[src/hdl/bitfield_pixel_premultiply_macros.svh]
// Assertion macros for the bit-field pixel premultiply block.
// Used by the top level; relies on clk and rst_n being in scope.
`ifndef BITFIELD_PIXEL_PREMULTIPLY_MACROS_SVH
`define BITFIELD_PIXEL_PREMULTIPLY_MACROS_SVH
`ifndef SYNTHESIS
// Same-cycle implication, checked out of reset
`define BPP_ASSERT_NOW(label, ante, cons) \
  label: assert property (@(posedge clk) disable iff (!rst_n) (ante) |-> (cons)) \
    else $error("bpp assertion failed");
// Next-cycle implication, checked out of reset
`define BPP_ASSERT_NEXT(label, ante, cons) \
  label: assert property (@(posedge clk) disable iff (!rst_n) (ante) |=> (cons)) \
    else $error("bpp assertion failed");
`else
`define BPP_ASSERT_NOW(label, ante, cons)
`define BPP_ASSERT_NEXT(label, ante, cons)
`endif
`endif

[src/hdl/bpp_pkg.sv]
// Shared types, register codes and helper functions for the pixel premultiply block.
// No dependencies; the RTL modules of the block refer to it by scoped names.
`timescale 1ns / 1ps

package bpp_pkg;

  localparam int CFG_AW = 5;
  localparam int CFG_DW = 32;

  localparam logic [31:0] RED_MASK_RST   = 32'h00FF_0000;
  localparam logic [31:0] GREEN_MASK_RST = 32'h0000_FF00;
  localparam logic [31:0] BLUE_MASK_RST  = 32'h0000_00FF;
  localparam logic [31:0] ALPHA_MASK_RST = 32'hFF00_0000;
  localparam logic [31:0] LOW_HALF_MASK  = 32'h0000_FFFF;
  localparam logic [7:0]  ALPHA_OPAQUE   = 8'hFF;
  localparam logic [7:0]  ALPHA_CLEAR    = 8'h00;
  localparam logic [15:0] ROUND_HALF     = 16'd128;

  // Register word index (byte address bits 4:2)
  typedef enum logic [2:0] {
    REG_RED_MASK   = 3'd0,
    REG_GREEN_MASK = 3'd1,
    REG_BLUE_MASK  = 3'd2,
    REG_ALPHA_MASK = 3'd3,
    REG_SIXTEEN    = 3'd4
  } bpp_reg_t;

  typedef struct packed {
    logic [31:0] pixel;
    logic        first_of_image;
    logic        last_of_image;
  } bpp_in_t;

  typedef struct packed {
    logic [7:0] blue_out;
    logic [7:0] green_out;
    logic [7:0] red_out;
    logic [7:0] alpha_out;
    logic       any_visible;
    logic       any_transparent;
    logic       keep_image;
  } bpp_out_t;

  // One channel's mask with its precomputed alignment shift
  typedef struct packed {
    logic [31:0] mask;
    logic [4:0]  shift;
    logic        zero;
  } bpp_chan_cfg_t;

  typedef struct packed {
    bpp_chan_cfg_t red;
    bpp_chan_cfg_t green;
    bpp_chan_cfg_t blue;
    bpp_chan_cfg_t alpha;
    logic          sixteen;
  } bpp_cfg_t;

  // Count leading zeros of a mask in five halving steps (zero mask gives 31)
  function automatic logic [4:0] lead_zeros(input logic [31:0] m);
    logic [31:0] v;
    logic [4:0]  n;
    v = m;
    n = '0;
    if (v[31:16] == 16'h0) begin
      n[4] = 1'b1;
      v    = {v[15:0], 16'h0};
    end
    if (v[31:24] == 8'h0) begin
      n[3] = 1'b1;
      v    = {v[23:0], 8'h0};
    end
    if (v[31:28] == 4'h0) begin
      n[2] = 1'b1;
      v    = {v[27:0], 4'h0};
    end
    if (v[31:30] == 2'h0) begin
      n[1] = 1'b1;
      v    = {v[29:0], 2'h0};
    end
    if (v[31] == 1'b0) begin
      n[0] = 1'b1;
    end
    return n;
  endfunction

endpackage

[src/hdl/bpp_cfg_regs.sv]
// Configuration register file: APB-style write/read of the four masks and the 16 bpp mode.
// Depends on bpp_pkg; loads each mask's alignment shift from the write data with the mask.
`timescale 1ns / 1ps

module bpp_cfg_regs (
  input  logic                        clk,
  input  logic                        rst_n,
  input  logic                        psel,
  input  logic                        penable,
  input  logic                        pwrite,
  input  logic [bpp_pkg::CFG_AW-1:0]  paddr,
  input  logic [bpp_pkg::CFG_DW-1:0]  pwdata,
  output logic [bpp_pkg::CFG_DW-1:0]  prdata,
  output logic                        pready,
  output bpp_pkg::bpp_cfg_t           cfg
);

  logic [31:0]       red_r, green_r, blue_r, alpha_r;
  logic              sixteen_r;
  logic [4:0]        red_sh_r, green_sh_r, blue_sh_r, alpha_sh_r;
  logic              wr_en;
  bpp_pkg::bpp_reg_t idx;

  assign pready = 1'b1;
  assign wr_en  = psel && penable && pwrite;
  assign idx    = bpp_pkg::bpp_reg_t'(paddr[4:2]);

  // Write the addressed register; a mask and its leading-zero count load together
  always_ff @(posedge clk) begin
    if (!rst_n) begin
      red_r      <= bpp_pkg::RED_MASK_RST;
      green_r    <= bpp_pkg::GREEN_MASK_RST;
      blue_r     <= bpp_pkg::BLUE_MASK_RST;
      alpha_r    <= bpp_pkg::ALPHA_MASK_RST;
      sixteen_r  <= 1'b0;
      red_sh_r   <= bpp_pkg::lead_zeros(bpp_pkg::RED_MASK_RST);
      green_sh_r <= bpp_pkg::lead_zeros(bpp_pkg::GREEN_MASK_RST);
      blue_sh_r  <= bpp_pkg::lead_zeros(bpp_pkg::BLUE_MASK_RST);
      alpha_sh_r <= bpp_pkg::lead_zeros(bpp_pkg::ALPHA_MASK_RST);
    end else if (wr_en) begin
      unique case (idx)
        bpp_pkg::REG_RED_MASK: begin
          red_r    <= pwdata;
          red_sh_r <= bpp_pkg::lead_zeros(pwdata);
        end
        bpp_pkg::REG_GREEN_MASK: begin
          green_r    <= pwdata;
          green_sh_r <= bpp_pkg::lead_zeros(pwdata);
        end
        bpp_pkg::REG_BLUE_MASK: begin
          blue_r    <= pwdata;
          blue_sh_r <= bpp_pkg::lead_zeros(pwdata);
        end
        bpp_pkg::REG_ALPHA_MASK: begin
          alpha_r    <= pwdata;
          alpha_sh_r <= bpp_pkg::lead_zeros(pwdata);
        end
        bpp_pkg::REG_SIXTEEN:    sixteen_r <= pwdata[0];
        default: ;
      endcase
    end
  end

  // Read back
  always_comb begin
    prdata = '0;
    unique case (idx)
      bpp_pkg::REG_RED_MASK:   prdata = red_r;
      bpp_pkg::REG_GREEN_MASK: prdata = green_r;
      bpp_pkg::REG_BLUE_MASK:  prdata = blue_r;
      bpp_pkg::REG_ALPHA_MASK: prdata = alpha_r;
      bpp_pkg::REG_SIXTEEN:    prdata = {{(bpp_pkg::CFG_DW-1){1'b0}}, sixteen_r};
      default:                 prdata = '0;
    endcase
  end

  assign cfg.red     = '{mask: red_r,   shift: red_sh_r,   zero: (red_r == 32'h0)};
  assign cfg.green   = '{mask: green_r, shift: green_sh_r, zero: (green_r == 32'h0)};
  assign cfg.blue    = '{mask: blue_r,  shift: blue_sh_r,  zero: (blue_r == 32'h0)};
  assign cfg.alpha   = '{mask: alpha_r, shift: alpha_sh_r, zero: (alpha_r == 32'h0)};
  assign cfg.sixteen = sixteen_r;

endmodule

[src/hdl/bpp_chan_extract.sv]
// Channel extractor: masks the pixel, aligns the mask's top bit to bit 31, takes the top byte.
// Depends on bpp_pkg for the channel configuration struct.
`timescale 1ns / 1ps

module bpp_chan_extract (
  input  logic [31:0]            pixel,
  input  bpp_pkg::bpp_chan_cfg_t chan,
  output logic [7:0]             value
);

  logic [31:0] aligned;

  // Shift by the precomputed leading-zero count of the mask
  assign aligned = (pixel & chan.mask) << chan.shift;
  assign value   = chan.zero ? 8'h00 : aligned[31:24];

endmodule

[src/hdl/bpp_premul.sv]
// Premultiplier: scales one 8-bit color by alpha with a rounding divide by 255.
// Depends on bpp_pkg for the rounding constant.
`timescale 1ns / 1ps

module bpp_premul (
  input  logic [7:0] color,
  input  logic [7:0] alpha,
  output logic [7:0] result
);

  logic [15:0] prod;
  logic [15:0] sum;

  // t = c*a + 128 fits 16 bits; (t + (t >> 8)) >> 8 also stays below 2^16
  assign prod   = (16'(color) * 16'(alpha)) + bpp_pkg::ROUND_HALF;
  assign sum    = prod + {8'h00, prod[15:8]};
  assign result = sum[15:8];

endmodule

[src/hdl/bitfield_pixel_premultiply.sv]
// Bit-field pixel unpack with alpha premultiply: top level.
// Depends on bpp_pkg, bpp_cfg_regs, bpp_chan_extract, bpp_premul and the assertion macros.
//
// Usage:
//   in_valid/in_stall/in_data carry one pixel word per beat, with first/last-of-image
//   marks. out_valid/out_stall/out_data carry one result per pixel: premultiplied
//   blue, green, red, the extracted alpha, the sticky visible/transparent flags and
//   keep_image (set only on the last pixel when both flags are set).
//   The cfg_ APB port holds the four channel masks (byte addresses 0x0..0xC) and the
//   16 bpp mode bit (0x10); pready is always high. Write it only while no pixel is in
//   flight; a mask and its alignment shift take effect at the same edge.
// Timing:
//   An accepted pixel goes from the input register through one pass of mask/shift/multiply
//   logic into the result register. Input register, logic and result register sustain
//   one pixel per clock while out_stall is low. A skid register behind the result
//   register takes a beat while a result waits; in_stall is the registered skid-full
//   flag, so it stays high after out_stall drops until the skid register empties.
// Reset:
//   rst_n (synchronous, active low) empties the pipeline, clears both sticky flags and
//   loads the 32 bpp default masks (red 0x00FF0000, green 0x0000FF00, blue 0x000000FF,
//   alpha 0xFF000000) with 16 bpp mode off.
`timescale 1ns / 1ps
`include "bitfield_pixel_premultiply_macros.svh"

module bitfield_pixel_premultiply (
  input  logic                        clk,
  input  logic                        rst_n,
  input  logic                        in_valid,
  output logic                        in_stall,
  input  bpp_pkg::bpp_in_t            in_data,
  output logic                        out_valid,
  input  logic                        out_stall,
  output bpp_pkg::bpp_out_t           out_data,
  input  logic                        cfg_psel,
  input  logic                        cfg_penable,
  input  logic                        cfg_pwrite,
  input  logic [bpp_pkg::CFG_AW-1:0]  cfg_paddr,
  input  logic [bpp_pkg::CFG_DW-1:0]  cfg_pwdata,
  output logic [bpp_pkg::CFG_DW-1:0]  cfg_prdata,
  output logic                        cfg_pready
);

  bpp_pkg::bpp_cfg_t cfg;

  logic              s1_valid_r, s1_valid_nxt;
  bpp_pkg::bpp_in_t  s1_data_r;
  logic              out_valid_r, out_valid_nxt;
  bpp_pkg::bpp_out_t out_data_r;
  logic              skid_valid_r, skid_valid_nxt;
  bpp_pkg::bpp_out_t skid_data_r;
  logic              vis_r, vis_nxt;
  logic              trn_r, trn_nxt;

  logic              in_acc, out_acc, s1_move;
  logic              out_load_res, out_load_skid, skid_load;
  logic [31:0]       px;
  logic [7:0]        a_raw, r_raw, g_raw, b_raw;
  logic [7:0]        r_pm, g_pm, b_pm;
  bpp_pkg::bpp_out_t res;

  bpp_cfg_regs u_cfg (
    .clk     (clk),
    .rst_n   (rst_n),
    .psel    (cfg_psel),
    .penable (cfg_penable),
    .pwrite  (cfg_pwrite),
    .paddr   (cfg_paddr),
    .pwdata  (cfg_pwdata),
    .prdata  (cfg_prdata),
    .pready  (cfg_pready),
    .cfg     (cfg)
  );

  // Handshake and pipeline movement
  assign in_stall      = skid_valid_r;
  assign in_acc        = in_valid && !in_stall;
  assign out_acc       = out_valid_r && !out_stall;
  assign s1_move       = s1_valid_r && (!skid_valid_r || out_acc);
  assign out_load_res  = s1_move && (!out_valid_r || (out_acc && !skid_valid_r));
  assign out_load_skid = out_acc && skid_valid_r;
  assign skid_load     = s1_move && !out_load_res;

  assign s1_valid_nxt   = in_acc || (s1_valid_r && !s1_move);
  assign out_valid_nxt  = out_load_res || out_load_skid || (out_valid_r && !out_acc);
  assign skid_valid_nxt = skid_load || (skid_valid_r && !out_acc);

  // Input register
  always_ff @(posedge clk) begin
    if (!rst_n) begin
      s1_valid_r <= 1'b0;
    end else begin
      s1_valid_r <= s1_valid_nxt;
    end
  end

  always_ff @(posedge clk) begin
    if (in_acc) begin
      s1_data_r <= in_data;
    end
  end

  // Channel extraction on the (optionally 16 bpp) pixel word
  assign px = cfg.sixteen ? (s1_data_r.pixel & bpp_pkg::LOW_HALF_MASK) : s1_data_r.pixel;

  bpp_chan_extract u_ext_a (.pixel(px), .chan(cfg.alpha), .value(a_raw));
  bpp_chan_extract u_ext_r (.pixel(px), .chan(cfg.red),   .value(r_raw));
  bpp_chan_extract u_ext_g (.pixel(px), .chan(cfg.green), .value(g_raw));
  bpp_chan_extract u_ext_b (.pixel(px), .chan(cfg.blue),  .value(b_raw));

  // Premultiply; a zero alpha mask yields alpha 0 and hence zero colors
  bpp_premul u_pm_r (.color(r_raw), .alpha(a_raw), .result(r_pm));
  bpp_premul u_pm_g (.color(g_raw), .alpha(a_raw), .result(g_pm));
  bpp_premul u_pm_b (.color(b_raw), .alpha(a_raw), .result(b_pm));

  // Sticky flags: clear on first pixel, update only when an alpha mask is set
  always_comb begin
    vis_nxt = s1_data_r.first_of_image ? 1'b0 : vis_r;
    trn_nxt = s1_data_r.first_of_image ? 1'b0 : trn_r;
    if (!cfg.alpha.zero) begin
      if (a_raw != bpp_pkg::ALPHA_CLEAR) begin
        vis_nxt = 1'b1;
      end
      if (a_raw != bpp_pkg::ALPHA_OPAQUE) begin
        trn_nxt = 1'b1;
      end
    end
  end

  always_comb begin
    res.blue_out        = b_pm;
    res.green_out       = g_pm;
    res.red_out         = r_pm;
    res.alpha_out       = a_raw;
    res.any_visible     = vis_nxt;
    res.any_transparent = trn_nxt;
    res.keep_image      = s1_data_r.last_of_image && vis_nxt && trn_nxt;
  end

  // Advance the sticky state as each pixel leaves the input register
  always_ff @(posedge clk) begin
    if (!rst_n) begin
      vis_r <= 1'b0;
      trn_r <= 1'b0;
    end else if (s1_move) begin
      vis_r <= vis_nxt;
      trn_r <= trn_nxt;
    end
  end

  // Result register and skid register
  always_ff @(posedge clk) begin
    if (!rst_n) begin
      out_valid_r  <= 1'b0;
      skid_valid_r <= 1'b0;
    end else begin
      out_valid_r  <= out_valid_nxt;
      skid_valid_r <= skid_valid_nxt;
    end
  end

  always_ff @(posedge clk) begin
    if (out_load_res) begin
      out_data_r <= res;
    end else if (out_load_skid) begin
      out_data_r <= skid_data_r;
    end
    if (skid_load) begin
      skid_data_r <= res;
    end
  end

  assign out_valid = out_valid_r;
  assign out_data  = out_data_r;

  // Checks
  `BPP_ASSERT_NOW(a_skid_behind_out, skid_valid_r, out_valid_r)
  `BPP_ASSERT_NEXT(a_skid_fills_on_stall,
                   out_valid_r && out_stall && !skid_valid_r && s1_valid_r,
                   skid_valid_r)
  `BPP_ASSERT_NOW(a_keep_needs_flags, out_valid_r && out_data_r.keep_image,
                  out_data_r.any_visible && out_data_r.any_transparent)
  `BPP_ASSERT_NEXT(a_result_follows_move, s1_move, out_valid_r)

endmodule

[config.mk]
export PLATFORM = sky130hd
export DESIGN_NAME = bitfield_pixel_premultiply
export DESIGN_NICKNAME = d
export VERILOG_FILES = /design/src/hdl/bpp_pkg.sv /design/src/hdl/bpp_cfg_regs.sv /design/src/hdl/bpp_chan_extract.sv /design/src/hdl/bpp_premul.sv /design/src/hdl/bitfield_pixel_premultiply.sv
export VERILOG_INCLUDE_DIRS = /design/src /design/src/hdl
export SDC_FILE = /design/constraint.sdc
export NUM_CORES = 1
export LEC_CHECK = 0
export BUFFER_PORTS_ARGS = -buffer_cell sky130_fd_sc_hd__buf_4
export CORE_UTILIZATION = 53
export CTS_BUF_LIST = sky130_fd_sc_hd__clkbuf_4 sky130_fd_sc_hd__clkbuf_8
export DETAILED_ROUTE_END_ITERATION = 7
export PLACE_DENSITY = 0.82
export SLEW_MARGIN = 20
export SYNTH_ARGS = -nofsm -noshare
export SYNTH_HDL_FRONTEND = slang
export SYNTH_SLANG_ARGS = --single-unit
[constraint.sdc]
create_clock -name clk -period 10.53 [get_ports clk]
set_clock_uncertainty 0.05 [all_clocks]
set_input_delay 0.5265 -clock clk [delete_from_list [all_inputs] [get_ports clk]]
set_output_delay 0.5265 -clock clk [all_outputs]
set_load 0.02 [all_outputs]
Word-level counts from Yosys, hierarchy flattened
Cells that the tools add are included.
Storage, ports and cells
  flip-flop bits (word level): 258
  input bits: 78
  output and inout bits: 70
  logic and storage cells: 196
Operators by class
  add/subtract/negate cells: 6
  $mul: 3
  eq/ne operators: 5
  shift operators: 4
  mux-type cells: 92
  bitwise logic cells: 4
  reductions and logical operators: 51
Operators with widths (count)
  two-way mux 32 bit: 62
  one-hot mux 32 bit (5 select lines): 1
  bitwise AND 32 bit: 4
  logical NOT 32 bit: 4
  << shifter 32 x 5 -> 32 bit: 4
  two-way mux 35 bit: 2
  adder 16 x 8 -> 16 bit: 3
  adder 16 x 8 -> 16 bit, second input constant: 3
  multiplier 8 x 8 -> 16 bit: 3
  logical NOT 8 bit: 4
  two-way mux 8 bit: 4
  two-way mux 1 bit: 23
  logical NOT 16 bit: 1
  logical NOT 4 bit: 4
  logical AND 1 bit: 14
  AND reduction 2 bit: 5
  logical NOT 2 bit: 4
  != test 8 bit, second input constant: 1
  nonzero test 8 bit: 1
  equality test 3 x 2 -> 1 bit, second input constant: 2
  logical NOT 1 bit: 6
  logical OR 1 bit: 6
  equality test 3 x 1 -> 1 bit, second input constant: 1
  equality test 3 bit, second input constant: 1
  other kinds (2): 2

Longest topological paths before layout
Gate-level depths: netlist of the first run.
  word-level depth: 21
  gate-level depth with buffers: 37
  depth with buffers taken out: 34

Hierarchy
Synthesis of the first run repeated with hierarchy kept, for this count alone.
Second synthesis, totals
  cells, all modules: 2824
  area total of the unflattened synthesis: 24588.6 um^2
By module, submodules not included
  bpp_cfg_regs: times used 1, cells an instance 833, area each 6720.2 um^2, seq. area each 2982.9 um^2
  bpp_chan_extract: times used 4, cells an instance 200, area each 1503.9 um^2, seq. area each 0.0 um^2
  bitfield_pixel_premultiply: times used 1, cells an instance 270, area each 4045.1 um^2, seq. area each 3223.1 um^2
  bpp_premul at u_pm_r: times used 1, cells an instance 314, area each 2673.8 um^2, seq. area each 0.0 um^2
  bpp_premul at u_pm_g: times used 1, cells an instance 315, area each 2577.5 um^2, seq. area each 0.0 um^2
  bpp_premul at u_pm_b: times used 1, cells an instance 292, area each 2556.2 um^2, seq. area each 0.0 um^2

Worst setup path before layout of the first run
No wires, ideal clock.
  path type: reg-to-reg
  start point: register u_cfg.red_sh_r[0]
  end point: register out_data_r, in the netlist out_data[18], data pin
  library setup time: 260 ps
  data arrival time: 7992 ps
  data required time: 10220 ps
  path slack: 2228 ps
  stages on the path, launching flop included: 36
  path buffers: 4
  clock period less this slack: 8302 ps
  cells stage by stage: dfxtp_1 -> clkbuf_1 -> clkbuf_1 -> clkbuf_1 -> clkbuf_1 -> nand3_1 -> o211ai_1 -> o21ai_0 -> nor2_1 -> a31oi_1 -> a21oi_1 -> mux2i_1 -> or2_2 -> fa_1 -> inv_1 -> fa_1 -> fa_1 -> inv_1 -> fa_1 -> inv_1 -> ha_1 -> a21o_1 -> o21ai_0 -> a31oi_1 -> a41oi_1 -> nand2b_1 -> a21oi_1 -> xnor2_1 -> ha_1 -> nor2_1 -> nor4_1 -> nand3_1 -> nor3_1 -> nand4_1 -> xnor2_1 -> mux2_2
Between the ends
  longest elaborated chain between the ends: 6
RTL lines
  from (decl): line bpp_cfg_regs.sv:20  | logic [4:0] red_sh_r, green_sh_r, blue_sh_r, alpha_sh_r;
  from (signal assigned): line bpp_cfg_regs.sv:36  | red_sh_r <= bpp_pkg::lead_zeros(bpp_pkg::RED_MASK_RST);
  from (signal assigned): line bpp_cfg_regs.sv:44  | red_sh_r <= bpp_pkg::lead_zeros(pwdata);
  << shifter 32 x 5 -> 32 bit: line bpp_chan_extract.sv:14  | assign aligned = (pixel & chan.mask) << chan.shift;
  two-way mux 8 bit: line bpp_chan_extract.sv:15  | assign value = chan.zero ? 8'h00 : aligned[31:24];
  multiplier 8 x 8 -> 16 bit: line bpp_premul.sv:15  | assign prod = (16'(color) * 16'(alpha)) + bpp_pkg::ROUND_HALF;
  adder 16 x 8 -> 16 bit: line bpp_premul.sv:15
  adder 16 x 8 -> 16 bit: line bpp_premul.sv:16  | assign sum = prod + {8'h00, prod[15:8]};
  via r_pm[7]: line bitfield_pixel_premultiply.sv:58  | logic [7:0] r_pm, g_pm, b_pm;
  two-way mux 35 bit: line bitfield_pixel_premultiply.sv:162  | if (out_load_res) begin
  to (signal assigned): line bitfield_pixel_premultiply.sv:163  | out_data_r <= res;
  to (signal assigned): line bitfield_pixel_premultiply.sv:165  | out_data_r <= skid_data_r;
  to (decl): line bitfield_pixel_premultiply.sv:48  | bpp_pkg::bpp_out_t out_data_r;
The timed path passes the listed nets, and every way through them passes these cells.
A chain may end at the register's enable or synchronous reset.

Worst setup path after layout of the first run
  start point: register u_cfg.alpha_sh_r[3]
  end point: register out_data_r, in the netlist out_data[18], data pin
Between the ends
  longest elaborated chain between the ends: 6
RTL lines
  from (decl): line bpp_cfg_regs.sv:20
  from (signal assigned): line bpp_cfg_regs.sv:39  | alpha_sh_r <= bpp_pkg::lead_zeros(bpp_pkg::ALPHA_MASK_RST);
  from (signal assigned): line bpp_cfg_regs.sv:56  | alpha_sh_r <= bpp_pkg::lead_zeros(pwdata);
  << shifter 32 x 5 -> 32 bit: line bpp_chan_extract.sv:14
  two-way mux 8 bit: line bpp_chan_extract.sv:15
  via a_raw[2]: line bitfield_pixel_premultiply.sv:57  | logic [7:0] a_raw, r_raw, g_raw, b_raw;
  multiplier 8 x 8 -> 16 bit: line bpp_premul.sv:15
  adder 16 x 8 -> 16 bit: line bpp_premul.sv:15
  adder 16 x 8 -> 16 bit: line bpp_premul.sv:16
  via r_pm[7]: line bitfield_pixel_premultiply.sv:58
  two-way mux 35 bit: line bitfield_pixel_premultiply.sv:162
The timed path passes the listed nets, and every way through them passes these cells.

==> impl_results.md, run 1 <==
* First-pass DRT Iterations at 8
* # rows at 76
* Max incr delay on CP at 0.75 ns
* Setup TNS at 0 ns
* Max VDD drop at 0.228 mV
* Slowest-stage cell, CP: mux4_2
* Clk slew on worst S/H paths at roughly 0.060 ns
* Initial Utilization at 54.0%
* Buffers on Ports at 144
* DRT iter0 DRCs at 2609
* Die area at 0.0450 sq mm
* Yosys top cell area share at 13.3%
* Worst-Margin Slew at 1.18 ns
* Post-DR vias/cell at roughly 6.4
* First-pass GRT wire length at 123000 um
* Worst setup EP type: register
* Yosys cell types at 88
* Hold Path Stages at 1
* Clk Latency, worst-skew pair at 0.67 ns
* Post-synthesis cell count at 2845
* Power Total at 5.97 mW
* Most common cell after layout, fill and taps aside: nand2_1
* Die width at 212 um
* Leak at roughly 11 nW
* Yosys reg bits at 258
* Total CTS buffers at between 40 and 50
* Antenna cell count at 0
* Largest net degree at the start of global routing at 96
* Post-CTS resize count at 0
* Total clock sinks at 258
* Core area at roughly 0.043 sq mm
* Wire per inst at 22.5 um
* Worst path required time at 10.89 ns
* Cell Pwr Density at 229 mW/mm^2
* Synth-to-layout area growth at 11.2%
* All-layer global routing usage at 35.5%
* Syn Area/Cell at 8.23 sq um
* Cell taking the most area after synthesis: edfxtp_1
* Nets at about 3200
* # IOs at between 100 and 150
* Hold crit path type: in2reg
* Outcome: completed
* Crit Path Category: reg2reg
* Total global routing overflow at 0
* Reg2Reg Depth at 30
* Final Hold Viols at 0
* Slew Limit Fails at 0
* Commonest cells after routing, fill and taps aside: nand2_1, nor2_1, inv_1, buf_4, nand3_1
* Yosys warns at 0
* Critical Path Fanout Max at 29
* Number of synthesized flops with an enable pin at ~100
* WL final at 79300 um
* Post-synth ARST share at 0%
* Cell area after synthesis at 0.0234 sq mm
* Fin crit share at 92.0%
* Final antenna-violating net count at 0
* RSZ-0062 raised after global routing: no
* Htree depth at 2
* DRC Markers at 0
* Final setup vio count at 0
* Initial antenna violation count at 0
* DR vias at 22500
* Critical path arrival at 10.04 ns
* TritonCTS clock tree: yes
* Fin crit period at 9.69 ns
* Sequential fraction of the synthesis area at 26.5%
* Syn Nets at 3169
* Slew HR at approximately a fifth
* Ranking of synthesized cells by area: edfxtp_1, dfxtp_1, fa_1
* DPL Wire Length at 59100 um
* Number of global-route vias before repair at 21500
* Die height at 212 um
* CTS Root Cell: clkbuf_8
* Top_reg_cell synth: dfxtp_1
* Highest attainable clock frequency at 0.103 GHz
* Startpoint types: register
* MaxCap Viol Count at 0
* Deepest clock path buffer count at 3
* Layout cells sized above 1 at approximately an eighth
* Dominant cell type by count on the critical path: inv_1
* Routability Congestion at 1.04
-- cell usage after synthesis (19+ instances only) --
library cell / count
and3_1: 20
clkbuf_1: 152
nand4_1: 19
buf_1: 22
mux2i_1: 49
a22o_1: 33
dfxtp_1: 154
xor2_1: 22
fa_1: 111
o211ai_1: 31
ha_1: 135
a21o_1: 25
nand2b_1: 37
inv_1: 197
mux4_2: 28
xnor2_1: 26
nor2_1: 252
nand3_1: 158
nor4_1: 30
edfxtp_1: 104
mux2_2: 38
nor3_1: 22
a211oi_1: 19
o21ai_0: 126
a31oi_1: 22
and2_1: 22
a21oi_1: 99
nand2_1: 462
nand3b_1: 43
a221o_1: 38
a21boi_0: 108
or2_2: 23
-- metrics by stage --
| step | hold slack (ns) | util (%) | std cells | setup WS, ns | instance area (sq um) |
|---|---|---|---|---|---|
| finish | 0.0301 | 60.1 | 3524 | 0.842 | 26000 |
| global route | 0.0112 | 60.1 | 3524 | 0.0551 | 26000 |
| CTS | 0.00463 | 60.0 | 3523 | 0.955 | 26000 |
| detailed placement | 0.431 | 57.1 | 3414 | 1.00 | 24800 |
| global placement | 0.417 | 57.1 | 3414 | 1.13 | 24800 |
| floorplan | 0.407 | - | 2845 | 2.23 | 23400 |
-- final cells by class --
class	count	area, sq um
clock buffer	69	850
clock inverter	18	174
fill	3833	17300
inverter	201	754
multi-input combinational	2194	15800
sequential	258	6210
tap	585	732
timing repair buffer	199	1570
-- timing repair --
item | CTS | global route
buffers inserted | 0 | 0
hold buffers | 22 | 0
endpoints found under the hold margin | 22 | 0
-- power breakdown --
group | switching (mW) | internal (mW) | leakage [nW]
clock network | 0.485 | 0.577 | 0.534
logic | 2.23 | 1.46 | 8.06
registers | 0.0400 | 1.18 | 2.22
-- routing by layer --
metal / up-vias / global-route usage [%] / wire length [um]
met1: 10700 / 46.7 / 31400
met2: 1331 / 54.6 / 34900
met3: 268 / 6.79 / 8170
met4: 0 / 20.0 / 4840
li1: 10100 / - / -
met5: - / 0 / 0
-- cells by family after synthesis --
logic type | share of synthesized area, %
other cells | 0.0160
buf+inv | 6.44
mux | 6.77
fa+ha+maj | 16.7
flops | 26.5
compound gates | 19.6
simple gates | 21.9
xor+xnor | 2.08
-- worst max-delay path, delay by kind of cell, from the launching register on --
family | cells | cell delay, ns
adder cells (fa/ha/maj) | 6 | 2.69
AO/OA/AOI/OAI | 6 | 1.48
multiplexers | 3 | 1.62
AND/OR/NAND/NOR | 7 | 1.71
buffers and inverters | 6 | 1.11
flip-flops | 1 | 0.29
XOR/XNOR | 2 | 0.41
-- flip-flops by register name (all words and copies together) (netlist names), 32 cells and up --
signal         flops
skid_data_r       35
u_cfg.green_r     32
u_cfg.red_r       32
u_cfg.blue_r      32
s1_data_r         34
out_data          35
u_cfg.alpha_r     32
-- path summary, 6_finish.rpt --
check                                        start                             to  slack, ns
setup / recovery  u_cfg.alpha_sh_r[3]$_SDFFE_PN0P_         out_data[18]$_DFFE_PP_       0.84
hold / removal                          in_data[9]         s1_data_r[9]$_DFFE_PP_       0.03
setup reg to reg  u_cfg.alpha_sh_r[3]$_SDFFE_PN0P_         out_data[18]$_DFFE_PP_       0.84
hold reg to reg      u_cfg.blue_r[31]$_SDFFE_PN0P_  u_cfg.blue_r[31]$_SDFFE_PN0P_       0.44
(Power assumes the default switching activity.)
==> run 2: changes to the inputs <==
--- a/config.mk
+++ b/config.mk
@@ -7,11 +7,14 @@
 export NUM_CORES = 1
 export LEC_CHECK = 0
 export BUFFER_PORTS_ARGS = -buffer_cell sky130_fd_sc_hd__buf_4
+export CORE_ASPECT_RATIO = 0.9
 export CORE_UTILIZATION = 53
 export CTS_BUF_LIST = sky130_fd_sc_hd__clkbuf_4 sky130_fd_sc_hd__clkbuf_8
 export DETAILED_ROUTE_END_ITERATION = 7
 export PLACE_DENSITY = 0.82
+export SKIP_LAST_GASP = 1
 export SLEW_MARGIN = 20
 export SYNTH_ARGS = -nofsm -noshare
 export SYNTH_HDL_FRONTEND = slang
+export SYNTH_HIERARCHICAL = 1
 export SYNTH_SLANG_ARGS = --single-unit
==> impl_results.md, run 2 <==
* Number of global-route vias before repair at 22000 (+2.5%)
* Worst-Margin Slew at 1.13 ns (-0.0498 ns)
* Final setup vio count at 0 (unchanged)
* # rows at 74 (-2.6%)
* DRT iter0 DRCs at 3037 (+16%)
* Wire per inst at 23.4 um (+4.0%)
* Cell Pwr Density at 202 mW/mm^2 (-12%)
* Max incr delay on CP at 0.82 ns (+0.07 ns)
* DPL Wire Length at 62900 um (+6.3%)
* Dominant cell type by count on the critical path: inv_1
* Clk slew on worst S/H paths at 0.08 ns (+0.02 ns)
* Routability Congestion at 1.04 (about the same)
* Post-CTS Hold Fix Bufs at 0 (-100%)
* Syn Area/Cell at 8.71 sq um (+5.8%)
* # IOs at 148 (unchanged)
* Slew HR at 23.2% (+2.3 points)
* Yosys reg bits at 258 (unchanged)
* Ranking of synthesized cells by area: edfxtp_1, dfxtp_1, nand2_1
* Initial antenna violation count at 0 (unchanged)
* Yosys warns at 6 (+6)
* Yosys top cell area share at 12.7% (-0.64 points)
* Initial Utilization at 54.0% (about the same)
* Fin crit share at 91.7% (-0.25 points)
* Cell Int Power at 3.02 mW (-6.0%)
* Clk pwr share at 19.2% (+1.4 points)
* Highest attainable clock frequency at 0.104 GHz (+0.28%)
* Yosys cell types at 117 (+33%)
* Power share of the combinational group at 58.9% (-2.9 points)
* Clk Latency, worst-skew pair at 0.62 ns (-0.05 ns)
* Number of synthesized flops with an enable pin at 104 (unchanged)
* Post-CTS resize count at 0 (unchanged)
* All-layer global routing usage at 34.7% (-0.81 points)
* MaxCap Viol Count at 0 (unchanged)
* Syn Nets at 3148 (-0.66%)
* WL final at 83200 um (+4.9%)
* Cell area after synthesis at 0.0246 sq mm (+5.0%)
* Crit Path Category: reg2reg
* DRC Markers at 0 (unchanged)
* Antenna cell count at 0 (unchanged)
* Hold Path Stages at 1 (unchanged)
* Core area at 0.0456 sq mm (+5.1%)
* Total clock sinks at 258 (unchanged)
* Slew Limit Fails at 0 (unchanged)
* Slowest-stage cell, CP: nor2b_1
* Post-synthesis cell count at 2824 (-0.74%)
* Hold_sp: in_data[4]
* RSZ-0062 raised after global routing: no
* Power Total at 5.47 mW (-8.4%)
* Startpoint types: register
* Commonest cells in the netlist: nand2_1, inv_1, and2_1
* Final instance area at 0.0270 sq mm (+3.7%)
* Htree depth at 2 (unchanged)
* Critical path arrival at 10.09 ns (+0.05 ns)
* Max VDD drop at 0.180 mV (-21%)
* Total setup buffers inserted after CTS at 0 (unchanged)
* Worst setup EP type: register
* Worst path required time at 10.96 ns (+0.07 ns)
* FILL cells at 4075 (+6.3%)
* Worst r2r src: u_cfg/sixteen_r$_SDFFE_PN0P_
* DR vias at 23100 (+2.9%)
* Setup TNS at 0 ns (unchanged)
* Outcome: completed
* Sequential fraction of the synthesis area at 25.2% (-1.3 points)
* Post-synth ARST share at 0% (unchanged)
* First-pass DRT Iterations at 6 (-2)
* Largest net degree at the start of global routing at 86 (-10%)
* Fin crit period at 9.66 ns (-0.0268 ns)
* Deepest clock path buffer count at 3 (unchanged)
* Reg2Reg Depth at 33 (+10%)
* Buffers on Ports at 144 (unchanged)
* Layout cells sized above 1 at 14.8% (+1.5 points)
* First-pass GRT wire length at 127000 um (+3.6%)
* Synth-to-layout area growth at 9.89%
* Setup slack, reg-to-reg at 0.87 ns (+0.03 ns)
* Total CTS buffers at 45 (-4.3%)
* TritonCTS clock tree: yes
* Hold crit path type: in2reg
* Die height at 206 um (-2.8%)
* Commonest cells after routing, fill and taps aside: nand2_1, buf_4, inv_1, and2_1, dfxtp_1
* Final antenna-violating net count at 0 (unchanged)
* Critical Path Fanout Max at 18 (-38%)
* CTS Root Cell: clkbuf_8
* Final Hold Viols at 0 (unchanged)
* Hold path endpoint: s1_data_r[4]$_DFFE_PP_
* Area after DPL at 0.0260 sq mm (+5.0%)
* Leak at 10.8 nW (+0.29%)
* Die width at 229 um (+7.9%)
* Most frequent cell after synthesis: nand2_1
* Sequential share of power at 21.9% (+1.5 points)
* Top_reg_cell synth: dfxtp_1
* Worst reg2reg endpoint: out_data[31]$_DFFE_PP_
* Net Switching at 2.45 mW (-11%)
* Post-DR vias/cell at 6.51 (+2.0%)
* Nets at 3242 (+0.53%)
* Total global routing overflow at 0 (unchanged)
* Sw frac at 44.7% (-1.4 points)
* Cell taking the most area after synthesis: edfxtp_1
* Die area at 0.0473 sq mm (+5.0%)
* Most common cell after layout, fill and taps aside: nand2_1
[run 2: layer usage]
layer | global-route usage [%] | wire length [um] | up-vias
li1 | - | - | 10300
met1 | 45.6 | 33100 | 11100
met2 | 54.5 | 36900 | 1449
met3 | 6.68 | 8620 | 252
met4 | 17.7 | 4540 | 0
met5 | 0 | 0 | -
[run 2: how the worst max path moves through the flow]
stage | startpoint | endpoint | slack [ns] | cells past startpoint
2_1_floorplan | u_cfg/sixteen_r$_SDFFE_PN0P_ | out_data[25]$_DFFE_PP_ | 1.69 | 31
3_3_place_gp | u_cfg/sixteen_r$_SDFFE_PN0P_ | out_data[25]$_DFFE_PP_ | 1.32 | 29
3_5_place_dp | u_cfg/sixteen_r$_SDFFE_PN0P_ | out_data[25]$_DFFE_PP_ | 1.07 | 29
4_1_cts | u_cfg/sixteen_r$_SDFFE_PN0P_ | out_data[25]$_DFFE_PP_ | 1.08 | 29
5_1_grt | u_cfg/sixteen_r$_SDFFE_PN0P_ | out_data[31]$_DFFE_PP_ | 0.58 | 33
6_report | u_cfg/sixteen_r$_SDFFE_PN0P_ | out_data[31]$_DFFE_PP_ | 0.87 | 33
[run 2: area by class of cell]
cell class	count	area, sq um	area share [%]
multi-input cells	2215	16800	62.1
repair buffers	200	1500	5.56
inverters	198	763	2.82
clock buffers	54	712	2.63
flip-flops and latches	258	6210	23.0
clock inverters	21	282	1.04
well taps	608	761	2.82
[run 2: through the flow]
step	setup WS, ns	hold slack [ns]	instances	util [%]
floorplan	1.69	0.389	2824	-
global placement	1.32	0.437	3479	57.1
detailed placement	1.07	0.444	3479	57.1
CTS	1.08	0.0119	3554	59.3
global route	0.578	0.0214	3554	59.3
finish	0.869	0.0608	3554	59.3
[run 2: power by group through the flow]
stage / Sequential [mW] / Clock (mW) / Combinational [mW]
CTS: 1.20 / 1.06 / 3.16
floorplan: 1.22 / 0 / 2.43
finish: 1.20 / 1.05 / 3.22
global placement: 1.22 / 0 / 3.00
detailed placement: 1.22 / 0 / 3.14
global route: 1.20 / 1.11 / 3.54
[run 2: logic make-up after synthesis]
group	Yosys count	synth area share, %
compound gates	548	16.9
fa+ha+maj	249	16.0
flops	258	25.2
xor+xnor	45	1.83
other cells	1	0.0153
buf+inv	351	6.86
mux	98	7.35
simple gates	1274	25.7
[run 2: worst max-delay path: cells and delay by family, from the launching register on]
| family | cells | cell delay [ns] |
|---|---|---|
| xor+xnor | 2 | 0.64 |
| fa+ha+maj | 8 | 2.57 |
| mux | 2 | 0.85 |
| simple gates | 8 | 2.16 |
| buf+inv | 6 | 0.57 |
| compound gates | 7 | 2.19 |
| flops | 1 | 0.51 |
